## config.mk

```make
export PLATFORM = sky130hd
export DESIGN_NAME = column_scan_glyph_segmenter_unit
export DESIGN_NICKNAME = d
export VERILOG_FILES = /design/src/hw/rtl/csgs_pkg.sv /design/src/hw/rtl/csgs_core.sv /design/src/hw/rtl/column_scan_glyph_segmenter_unit.sv
export SDC_FILE = /design/constraint.sdc
export NUM_CORES = 1
export LEC_CHECK = 0
export ABC_CLOCK_PERIOD_IN_PS = 3600
export BUFFER_PORTS_ARGS = -buffer_cell sky130_fd_sc_hd__buf_2
export CAP_MARGIN = 20
export CORE_ASPECT_RATIO = 1.4
export CORE_MARGIN = 8
export CORE_UTILIZATION = 49
export CTS_CLUSTER_DIAMETER = 80
export DETAILED_ROUTE_END_ITERATION = 10
export GPL_ROUTABILITY_DRIVEN = 1
export GPL_TIMING_DRIVEN = 0
export PLACE_DENSITY = 0.71
export SLEW_MARGIN = 20
export SYNTH_ARGS = -nofsm -noshare
export SYNTH_HDL_FRONTEND = slang
export SYNTH_SLANG_ARGS = --single-unit
export TNS_END_PERCENT = 5
```

## constraint.sdc

```tcl
create_clock -name clk -period 3.6 [get_ports clk]
set_input_delay 0.36 -clock clk [delete_from_list [all_inputs] [get_ports clk]]
set_output_delay 0.36 -clock clk [all_outputs]
set_load 0.01 [all_outputs]
```

## src/hw/rtl/csgs_pkg.sv

```systemverilog
// Shared types and constants for the column scan glyph segmenter.
// Field widths, register indexes, reset values and the result record.
// No dependencies.
package csgs_pkg;

  localparam int PIXEL_W     = 8;
  localparam int THR_W       = 8;
  localparam int SIZE_W      = 11;
  localparam int OUT_W       = 10;
  localparam int CFG_IDX_W   = 2;
  localparam int CFG_DATA_W  = 11;

  localparam int DEF_MAX_COLUMN_LENGTH = 1024;
  localparam int DEF_MAX_COLUMNS       = 1024;

  localparam logic [CFG_IDX_W-1:0] REG_DARK_THRESHOLD = 2'd0;
  localparam logic [CFG_IDX_W-1:0] REG_COLUMN_LENGTH  = 2'd1;
  localparam logic [CFG_IDX_W-1:0] REG_COLUMN_COUNT   = 2'd2;

  localparam logic [THR_W-1:0]  RST_DARK_THRESHOLD = 8'd127;
  localparam logic [SIZE_W-1:0] RST_COLUMN_LENGTH  = 11'd1024;
  localparam logic [SIZE_W-1:0] RST_COLUMN_COUNT   = 11'd1024;

  typedef struct packed {
    logic [OUT_W-1:0] left_column;
    logic [OUT_W-1:0] right_column;
    logic [OUT_W-1:0] top_row;
    logic [OUT_W-1:0] bottom_row;
    logic             has_bottom;
  } box_t;

endpackage

```

## src/hw/rtl/csgs_core.sv

```systemverilog
// Scan state and per-pixel update of the glyph segmenter.
// Tracks row/column position and the open shape; flags a box at column end.
// Depends on csgs_pkg.
module csgs_core #(
  parameter int MAX_COLUMN_LENGTH = csgs_pkg::DEF_MAX_COLUMN_LENGTH,
  parameter int MAX_COLUMNS       = csgs_pkg::DEF_MAX_COLUMNS
) (
  input  logic                         clk,
  input  logic                         rst_n,
  input  logic                         step,
  input  logic [csgs_pkg::PIXEL_W-1:0] pixel,
  input  logic [csgs_pkg::THR_W-1:0]   dark_threshold,
  input  logic [csgs_pkg::SIZE_W-1:0]  column_length,
  input  logic [csgs_pkg::SIZE_W-1:0]  column_count,
  output logic                         emit,
  output csgs_pkg::box_t               box
);

  localparam int ROW_W  = $clog2(MAX_COLUMN_LENGTH);
  localparam int COL_W  = $clog2(MAX_COLUMNS);
  localparam int LEN_W  = $clog2(MAX_COLUMN_LENGTH + 1);
  localparam int CNT_W  = $clog2(MAX_COLUMNS + 1);
  localparam int LEXT_W = ((LEN_W > csgs_pkg::SIZE_W) ? LEN_W : csgs_pkg::SIZE_W) + 1;
  localparam int CEXT_W = ((CNT_W > csgs_pkg::SIZE_W) ? CNT_W : csgs_pkg::SIZE_W) + 1;

  logic [ROW_W-1:0] row_r, row_nxt;
  logic [COL_W-1:0] col_r, col_nxt;
  logic             prev_dark_r, prev_dark_nxt;
  logic             had_ink_r, had_ink_nxt;
  logic             open_r, open_nxt;
  logic [COL_W-1:0] left_r, left_nxt;
  logic             top_seen_r, top_seen_nxt;
  logic [ROW_W-1:0] top_r, top_nxt;
  logic             bot_seen_r, bot_seen_nxt;
  logic [ROW_W-1:0] bot_r, bot_nxt;

  logic              dark;
  logic [LEXT_W-1:0] len_ext, len_eff;
  logic [CEXT_W-1:0] cnt_ext, cnt_eff;
  logic              col_end, img_end;
  logic              top_seen_u, bot_seen_u, had_ink_u;
  logic [ROW_W-1:0]  top_u, bot_u;

  assign dark    = pixel < dark_threshold;
  assign len_ext = LEXT_W'(column_length);
  assign cnt_ext = CEXT_W'(column_count);

  always_comb begin
    if (len_ext == '0) begin
      len_eff = LEXT_W'(1);
    end else if (len_ext > LEXT_W'(MAX_COLUMN_LENGTH)) begin
      len_eff = LEXT_W'(MAX_COLUMN_LENGTH);
    end else begin
      len_eff = len_ext;
    end
    if (cnt_ext == '0) begin
      cnt_eff = CEXT_W'(1);
    end else if (cnt_ext > CEXT_W'(MAX_COLUMNS)) begin
      cnt_eff = CEXT_W'(MAX_COLUMNS);
    end else begin
      cnt_eff = cnt_ext;
    end
  end

  assign col_end = (LEXT_W'(row_r) + LEXT_W'(1)) >= len_eff;
  assign img_end = (CEXT_W'(col_r) + CEXT_W'(1)) >= cnt_eff;

  always_comb begin
    top_seen_u = top_seen_r;
    top_u      = top_r;
    bot_seen_u = bot_seen_r;
    bot_u      = bot_r;
    had_ink_u  = had_ink_r;
    if (dark) begin
      if (!top_seen_r || (row_r < top_r)) begin
        top_u      = row_r;
        top_seen_u = 1'b1;
      end
      had_ink_u = 1'b1;
    end else if ((row_r != '0) && prev_dark_r && (!bot_seen_r || (row_r > bot_r))) begin
      bot_u      = row_r;
      bot_seen_u = 1'b1;
    end
  end

  assign emit = col_end && !had_ink_u && open_r;

  always_comb begin
    box.left_column  = csgs_pkg::OUT_W'(left_r);
    box.right_column = csgs_pkg::OUT_W'(col_r);
    box.top_row      = top_seen_u ? csgs_pkg::OUT_W'(top_u) : '0;
    box.bottom_row   = bot_seen_u ? csgs_pkg::OUT_W'(bot_u) : '0;
    box.has_bottom   = bot_seen_u;
  end

  always_comb begin
    row_nxt       = row_r;
    col_nxt       = col_r;
    prev_dark_nxt = dark;
    had_ink_nxt   = had_ink_u;
    open_nxt      = open_r;
    left_nxt      = left_r;
    top_seen_nxt  = top_seen_u;
    top_nxt       = top_u;
    bot_seen_nxt  = bot_seen_u;
    bot_nxt       = bot_u;
    if (col_end) begin
      if (had_ink_u) begin
        if (!open_r) begin
          left_nxt = col_r;
          open_nxt = 1'b1;
        end
      end else if (open_r) begin
        open_nxt     = 1'b0;
        left_nxt     = '0;
        top_seen_nxt = 1'b0;
        top_nxt      = '0;
        bot_seen_nxt = 1'b0;
        bot_nxt      = '0;
      end
      had_ink_nxt   = 1'b0;
      prev_dark_nxt = 1'b0;
      row_nxt       = '0;
      if (img_end) begin
        col_nxt      = '0;
        open_nxt     = 1'b0;
        left_nxt     = '0;
        top_seen_nxt = 1'b0;
        top_nxt      = '0;
        bot_seen_nxt = 1'b0;
        bot_nxt      = '0;
      end else begin
        col_nxt = col_r + COL_W'(1);
      end
    end else begin
      row_nxt = row_r + ROW_W'(1);
    end
  end

  always_ff @(posedge clk) begin
    if (!rst_n) begin
      row_r       <= '0;
      col_r       <= '0;
      prev_dark_r <= 1'b0;
      had_ink_r   <= 1'b0;
      open_r      <= 1'b0;
      left_r      <= '0;
      top_seen_r  <= 1'b0;
      top_r       <= '0;
      bot_seen_r  <= 1'b0;
      bot_r       <= '0;
    end else if (step) begin
      row_r       <= row_nxt;
      col_r       <= col_nxt;
      prev_dark_r <= prev_dark_nxt;
      had_ink_r   <= had_ink_nxt;
      open_r      <= open_nxt;
      left_r      <= left_nxt;
      top_seen_r  <= top_seen_nxt;
      top_r       <= top_nxt;
      bot_seen_r  <= bot_seen_nxt;
      bot_r       <= bot_nxt;
    end
  end

  a_open_has_top: assert property (@(posedge clk) disable iff (!rst_n)
    open_r |-> top_seen_r)
    else $error("open shape without a top row");

  a_emit_closes: assert property (@(posedge clk) disable iff (!rst_n)
    (step && emit) |=> (!open_r && !top_seen_r && !bot_seen_r))
    else $error("shape state not cleared after box");

  a_bottom_nonzero: assert property (@(posedge clk) disable iff (!rst_n)
    bot_seen_r |-> (bot_r != '0))
    else $error("bottom edge recorded at row zero");

  a_ink_column_no_emit: assert property (@(posedge clk) disable iff (!rst_n)
    (step && dark) |-> !emit)
    else $error("box emitted on an ink pixel");

endmodule

```

## src/hw/rtl/column_scan_glyph_segmenter_unit.sv

```systemverilog
// Top level of the column scan glyph segmenter: config registers, pixel
// input register and box output register around csgs_core.
// Depends on csgs_pkg and csgs_core.
//
//   channel | direction | beat
//   in_     | input     | one pixel, column-major order
//   out_    | output    | one glyph bounding box
//   cfg_    | input     | register index and write data
//
// One pixel per cycle while out_ is not stalled. An accepted pixel waits in the
// single-entry input register and updates the scan state when it steps the
// core; its box, if any, shows from the output register on out_ at that edge.
// Synchronous active-low reset clears scan state and loads register defaults.
// A stalled output holds its box; the input register keeps taking pixels
// until it is full behind the stalled box.
module column_scan_glyph_segmenter_unit #(
  parameter int MAX_COLUMN_LENGTH = csgs_pkg::DEF_MAX_COLUMN_LENGTH,
  parameter int MAX_COLUMNS       = csgs_pkg::DEF_MAX_COLUMNS
) (
  input  logic                            clk,
  input  logic                            rst_n,
  input  logic                            in_valid,
  output logic                            in_ready,
  input  logic [csgs_pkg::PIXEL_W-1:0]    in_pixel,
  output logic                            out_valid,
  input  logic                            out_ready,
  output logic [csgs_pkg::OUT_W-1:0]      out_left_column,
  output logic [csgs_pkg::OUT_W-1:0]      out_right_column,
  output logic [csgs_pkg::OUT_W-1:0]      out_top_row,
  output logic [csgs_pkg::OUT_W-1:0]      out_bottom_row,
  output logic                            out_has_bottom,
  input  logic                            cfg_valid,
  output logic                            cfg_ready,
  input  logic [csgs_pkg::CFG_IDX_W-1:0]  cfg_index,
  input  logic [csgs_pkg::CFG_DATA_W-1:0] cfg_data
);

  logic [csgs_pkg::THR_W-1:0]   thr_r;
  logic [csgs_pkg::SIZE_W-1:0]  len_r;
  logic [csgs_pkg::SIZE_W-1:0]  cnt_r;

  logic                         pix_valid_r;
  logic [csgs_pkg::PIXEL_W-1:0] pix_r;
  logic                         out_valid_r, out_valid_nxt;
  csgs_pkg::box_t               box_r;

  logic                         step;
  logic                         emit;
  csgs_pkg::box_t               box;

  assign cfg_ready = 1'b1;

  always_ff @(posedge clk) begin
    if (!rst_n) begin
      thr_r <= csgs_pkg::RST_DARK_THRESHOLD;
      len_r <= csgs_pkg::RST_COLUMN_LENGTH;
      cnt_r <= csgs_pkg::RST_COLUMN_COUNT;
    end else if (cfg_valid) begin
      case (cfg_index)
        csgs_pkg::REG_DARK_THRESHOLD: thr_r <= cfg_data[csgs_pkg::THR_W-1:0];
        csgs_pkg::REG_COLUMN_LENGTH:  len_r <= cfg_data[csgs_pkg::SIZE_W-1:0];
        csgs_pkg::REG_COLUMN_COUNT:   cnt_r <= cfg_data[csgs_pkg::SIZE_W-1:0];
        default: begin
        end
      endcase
    end
  end

  assign step     = pix_valid_r && (!out_valid_r || out_ready);
  assign in_ready = !pix_valid_r || step;

  always_ff @(posedge clk) begin
    if (!rst_n) begin
      pix_valid_r <= 1'b0;
    end else if (in_ready) begin
      pix_valid_r <= in_valid;
    end
  end

  always_ff @(posedge clk) begin
    if (in_valid && in_ready) begin
      pix_r <= in_pixel;
    end
  end

  csgs_core #(
    .MAX_COLUMN_LENGTH (MAX_COLUMN_LENGTH),
    .MAX_COLUMNS       (MAX_COLUMNS)
  ) u_core (
    .clk            (clk),
    .rst_n          (rst_n),
    .step           (step),
    .pixel          (pix_r),
    .dark_threshold (thr_r),
    .column_length  (len_r),
    .column_count   (cnt_r),
    .emit           (emit),
    .box            (box)
  );

  always_comb begin
    out_valid_nxt = out_valid_r;
    if (step) begin
      out_valid_nxt = emit;
    end else if (out_ready) begin
      out_valid_nxt = 1'b0;
    end
  end

  always_ff @(posedge clk) begin
    if (!rst_n) begin
      out_valid_r <= 1'b0;
    end else begin
      out_valid_r <= out_valid_nxt;
    end
  end

  always_ff @(posedge clk) begin
    if (step && emit) begin
      box_r <= box;
    end
  end

  assign out_valid        = out_valid_r;
  assign out_left_column  = box_r.left_column;
  assign out_right_column = box_r.right_column;
  assign out_top_row      = box_r.top_row;
  assign out_bottom_row   = box_r.bottom_row;
  assign out_has_bottom   = box_r.has_bottom;

endmodule
```

Word-level counts from Yosys, hierarchy flattened --
Index checks and enable logic that the tools add are counted.
Word-level totals: bits in registers 136, bits of input ports 26, output and inout bits 44, word-level logic and storage cells 103
Cells by class: $add $sub $neg 4, $lt $le $gt $ge 7, eq/ne operators 3, multiplexer cells 41, reductions and logical operators 27
Operators by type and width (number):
- two-way mux 10 bit | 18
- greater-or-equal comparator 12 bit | 2
- zero test 12 bit | 2
- two-way mux 12 bit | 2
- adder 10 x 1 -> 11 bit, second input constant | 2
- greater-than comparator 11 bit, second input constant | 2
- two-way mux 11 bit | 2
- adder 10 x 1 -> 10 bit, second input constant | 2
- two-way mux 1 bit | 19
- greater-than comparator 10 bit | 1
- < comparator 10 bit | 1
- nonzero test 10 bit | 1
- < comparator 8 bit | 1
- AND reduction 2 bit | 4
- logical AND 1 bit | 7
- zero test 1 bit | 5
- logical OR 1 bit | 4
- AND reduction 4 bit | 1
- != test 3 bit, second input constant | 1
- nonzero test 3 bit | 1
- == test 2 x 1 -> 1 bit, second input constant | 1
- == test 2 bit, second input constant | 1
- zero test 2 bit | 1
- nonzero test 2 bit | 1

Logic depth before layout (Yosys ltp) --
depth after elaboration 9, mapped depth 16, gate-level depth less buffers 13

By module --
A second synthesis with hierarchy kept.
Second synthesis, totals: cells, all modules 703, area total of the unflattened synthesis 7051.8 sq um
By module, submodules not included:
- csgs_core | times used 1, cells an instance 521, area each 4261.6 sq um, seq. area each 1101.1 sq um
- column_scan_glyph_segmenter_unit | times used 1, cells an instance 182, area each 2790.2 sq um, seq. area each 2112.0 sq um

Worst setup path after synthesis --
No wires, ideal clock.
kind reg-to-reg, start register u_core.row_r[2], end register box_r (netlist bit out_bottom_row[0]), enable pin, library setup time 395 ps, arrival time 3330 ps, data required time 3205 ps, slack -125 ps, cell stages (with the launch flop) 13, path buffers 2, period minus slack after synthesis 3725 ps, cell sequence dfxtp_1 buf_2 and3_1 and3_1 clkbuf_1 nand3_1 xnor2_1 ha_1 nand4_1 a211o_1 a31oi_1 nand3_1 inv_1
Between the ends: longest elaborated chain between the ends 5
Ends and longest elaborated chain:
- start, declared | RTL line csgs_core.sv:26 | logic [ROW_W-1:0] row_r, row_nxt;
- start signal, assigned | RTL line csgs_core.sv:153 | row_r <= row_nxt;
- adder 10 x 1 -> 11 bit | RTL line csgs_core.sv:65 | assign col_end = (LEXT_W'(row_r) + LEXT_W'(1)) >= len_eff;
- greater-or-equal comparator 12 bit | RTL line csgs_core.sv:65
- logical AND 1 bit (2 in series) | RTL line csgs_core.sv:86 | assign emit = col_end && !had_ink_u && open_r;
- logical AND 1 bit | RTL line column_scan_glyph_segmenter_unit.sv:119 | if (step && emit) begin
- end signal, assigned | RTL line column_scan_glyph_segmenter_unit.sv:120 | box_r <= box;
- end, declared | RTL line column_scan_glyph_segmenter_unit.sv:45 | csgs_pkg::box_t box_r;
No other way between the ends. A chain may end at the register's enable or synchronous reset.

Worst setup path after layout --
start register u_core.row_r[2], end register u_core.top_r[9]
Between the ends: longest elaborated chain between the ends 8, elaborated cells between the ends (all ways) 10, those cells by class 1 x add/sub; 2 x order compare; 6 x mux; 1 x reduce/logical
Ends and longest elaborated chain:
- branches (longest 7 deep; another with greater-or-equal comparator 12 bit)
- two-way mux 10 bit * | RTL line csgs_core.sv:107 | if (col_end) begin
- end signal, assigned | RTL line csgs_core.sv:160 | top_r <= top_nxt;
- end, declared | RTL line csgs_core.sv:33 | logic [ROW_W-1:0] top_r, top_nxt;
Every way passes the cells marked *.

==> results.json <==
{
  "status": "completed",
  "numCtsBuffers": 17,
  "dp_hpwl_mm": 12.1,
  "viasPerCell": 5.54,
  "postPlaceCellArea_um2": 7280,
  "grt.total_usage_pct": 19.6,
  "cp_max_fo": 10,
  "crit_arrival_ns": 3.79,
  "filler_cell_count": 1155,
  "ys_ff_latch": 136,
  "synth_ff_type": "dfxtp_1",
  "syn_inst": 676,
  "die_h_um": 154,
  "yosysSeqAreaShare_pct": 47.9,
  "routedWlPerCell_um": 17.3,
  "fmax_mhz": 288,
  "powerDensity_nw_per_um2": 445,
  "grt_max_degree": 17,
  "hold_viol": 0,
  "rrSetupSlack_ns": 0.13,
  "pin_count": 70,
  "fin_util_pct": 60.3,
  "cts.path.max_buffers": 2,
  "cts_tree": "done",
  "startpoint": "u_core.row_r[2]",
  "cap_violations": 0,
  "tightest_slew_ns": 0.704,
  "r2r_end": "u_core.top_r[9]",
  "end_kind": "flop",
  "die_x_um": 115,
  "coreArea_um2": 13400,
  "synthArstFlopShare_pct": 0,
  "rsz0062_at_grt": "true",
  "hold_class": "in -> reg",
  "layout-drive-gt1-share_pct": 20.3,
  "avgSynthCellArea_um2": 9.93,
  "period_share_pct": 96.5,
  "ant_nets": 0,
  "gp_congestion": 0.931,
  "crit_type": "reg -> reg",
  "synthDistinctLibCells": 64,
  "syn_area_um2": 6710,
  "port_buffers": 67,
  "setup_viol": 0,
  "dr_total_vias": 5350,
  "synth_top_area_share_pct": 25.9,
  "grt_pass1_wl_mm": 27.4,
  "ctsHoldBuffers": 0,
  "cp-start-kind": "flop",
  "drc_errors": 0,
  "grt_antenna_before_repair": 0,
  "slew_violations": 0,
  "yosysTopAreaCell": "dfxtp_1",
  "slew_headroom_pct": 52.8,
  "drt-initial-drc-count": 287,
  "h-tree-depth": 4,
  "yosysMostFrequentCell": "dfxtp_1",
  "wirelength_mm": 16.7,
  "finalClockSkew_ns": 0.0116,
  "design.die.area_um2": 17800,
  "synth.area.top_cells": "dfxtp_1, edfxtp_1, ha_1, mux2i_1, nor2_1",
  "clk_pin_slew_ns": 0.06,
  "ys_top_cells_by_count": "dfxtp_1, nor2_1, nand2_1",
  "worst_ep_required_time_ns": 3.92,
  "whs_ns": 0.109,
  "yosys_warnings": 0,
  "whs_path_depth": 1,
  "p_leak_nw": 3.32,
  "syn-num-nets": 753,
  "stdcell_area_um2": 8080,
  "fin_crit_ns": 3.47,
  "tns_ns": 0,
  "cts-root-buf": "clkbuf_16",
  "grt_overflow": 0,
  "reg2reg_from": "u_core.row_r[2]",
  "start_util_pct": 50.1,
  "worstSkewPairLatency_ns": 0.43,
  "ir_drop_mv": 0.373,
  "holdPathEnd": "pix_r[6]",
  "areaGrowthSynthToFinish_pct": 20.3,
  "rows": 50,
  "hold_start": "in_pixel[6]",
  "cts.sinks": 136,
  "rr_worst_depth": 15,
  "grt_pass1_vias": 5498,
  "synth_edf_count": 49,
  "first_pass_iters": 5,
  "nNetsFinal": 847,
  "insertedDiodeCount": 0
}
## where the power goes
group / internal (W) / switching [W]
sequential: 0.00161 / 0.0000201
clock: 0.00104 / 0.000711
combinational: 0.0000783 / 0.000136
total: 0.00273 / 0.000867
## critical path: stages (launching register included)
cell      delay, ns
dfxtp_2        0.37
buf_6          0.16
and3_2         0.24
and3_1         0.17
clkbuf_2       0.15
nand3_1        0.11
xnor2_1        0.21
ha_1           0.32
nand4_1        0.10
a211o_1        0.34
a311o_1        0.40
buf_4          0.18
o21bai_2       0.26
nand2_2        0.15
buf_6          0.15
nor2_1         0.06
## cells by family after synthesis
kind of cell | Yosys count | synth area share, %
simple gates | 232 | 16.5
flops | 136 | 47.9
compound gates | 122 | 13.0
buf+inv | 77 | 4.83
fa+ha+maj | 51 | 9.51
mux | 41 | 6.11
xor+xnor | 16 | 2.09
other cells | 1 | 0.0559
## state kept, by name, summed over array words and instances (netlist names)
register	cells
out_has_bottom	1
out_bottom_row	10
thr_r	8
u_core.top_r	10
u_core.prev_dark_r	1
u_core.left_r	10
u_core.had_ink_r	1
pix_r	8
u_core.row_r	10
u_core.bot_seen_r	1
out_left_column	10
u_core.bot_r	10
out_valid	1
cnt_r	11
u_core.top_seen_r	1
pix_valid_r	1
u_core.open_r	1
out_right_column	10
out_top_row	10
len_r	11
u_core.col_r	10
## worst max-delay path by stage
stage                     endpoint  cells after the start  slack [ns]
6_report           u_core.top_r[9]                     15        0.13
3_5_place_dp    out_left_column[8]                     10       -0.69
2_1_floorplan    out_bottom_row[0]                     11        0.14
5_1_grt          u_core.bot_seen_r                     15       -0.07
3_3_place_gp   out_right_column[8]                     11       -0.61
4_1_cts            u_core.top_r[2]                     15        0.03
## layer usage
layer	vias up	wire [um]	track usage (%)
li1	2614	-	-
met1	2553	6540	20.8
met2	140	8700	34.6
met4	0	664	10.8
met5	-	0	0
met3	43	750	4.60
## through the flow
step	std cells	worst slack, ns	power, W
final	965	0.125	0.00359
after global routing	965	-0.0665	0.00371
after CTS	965	0.0262	0.00360
after detailed placement	925	-0.687	0.00187
after global placement	925	-0.613	0.00186
after floorplan	676	0.141	0.00180
## layout by cell type (no fill, tap or decap), drive strengths merged, types with 6 or more instances in the layout
master and instances:
clkinvlp 6, o211ai 7, o32ai 10, buf 89, nand3 18, ha 51, dfxtp 87, nand2b 6
clkbuf 37, and3 9, o31ai 9, a22o 10, inv 47, nand3b 10, nand2 70, edfxtp 49
o21ai 23, nor2 78, mux2i 41, xor2 10, xnor2 6, nand4 6, nor3 11, a21oi 35
## what timing repair did
action / in CTS / in global routing
gates cloned: 3 / 0
pin swaps: 3 / 2
gates resized for setup: 11 / 32
buffers inserted: 5 / 0
endpoints found under the setup margin: 74 / 88
## area by class of cell
cell class | count | area, um2 | share of cell area, %
Multi-Input combinational cell | 463 | 3270 | 40.4
Sequential cell | 136 | 3230 | 39.9
Clock buffer | 18 | 429 | 5.31
Timing Repair Buffer | 72 | 398 | 4.93
Tap cell | 182 | 228 | 2.82
Buffer | 36 | 188 | 2.32
Clock inverter | 14 | 163 | 2.01
Inverter | 41 | 158 | 1.95
Timing Repair inverter | 3 | 22.5 | 0.279
(Power assumes the default switching activity.)
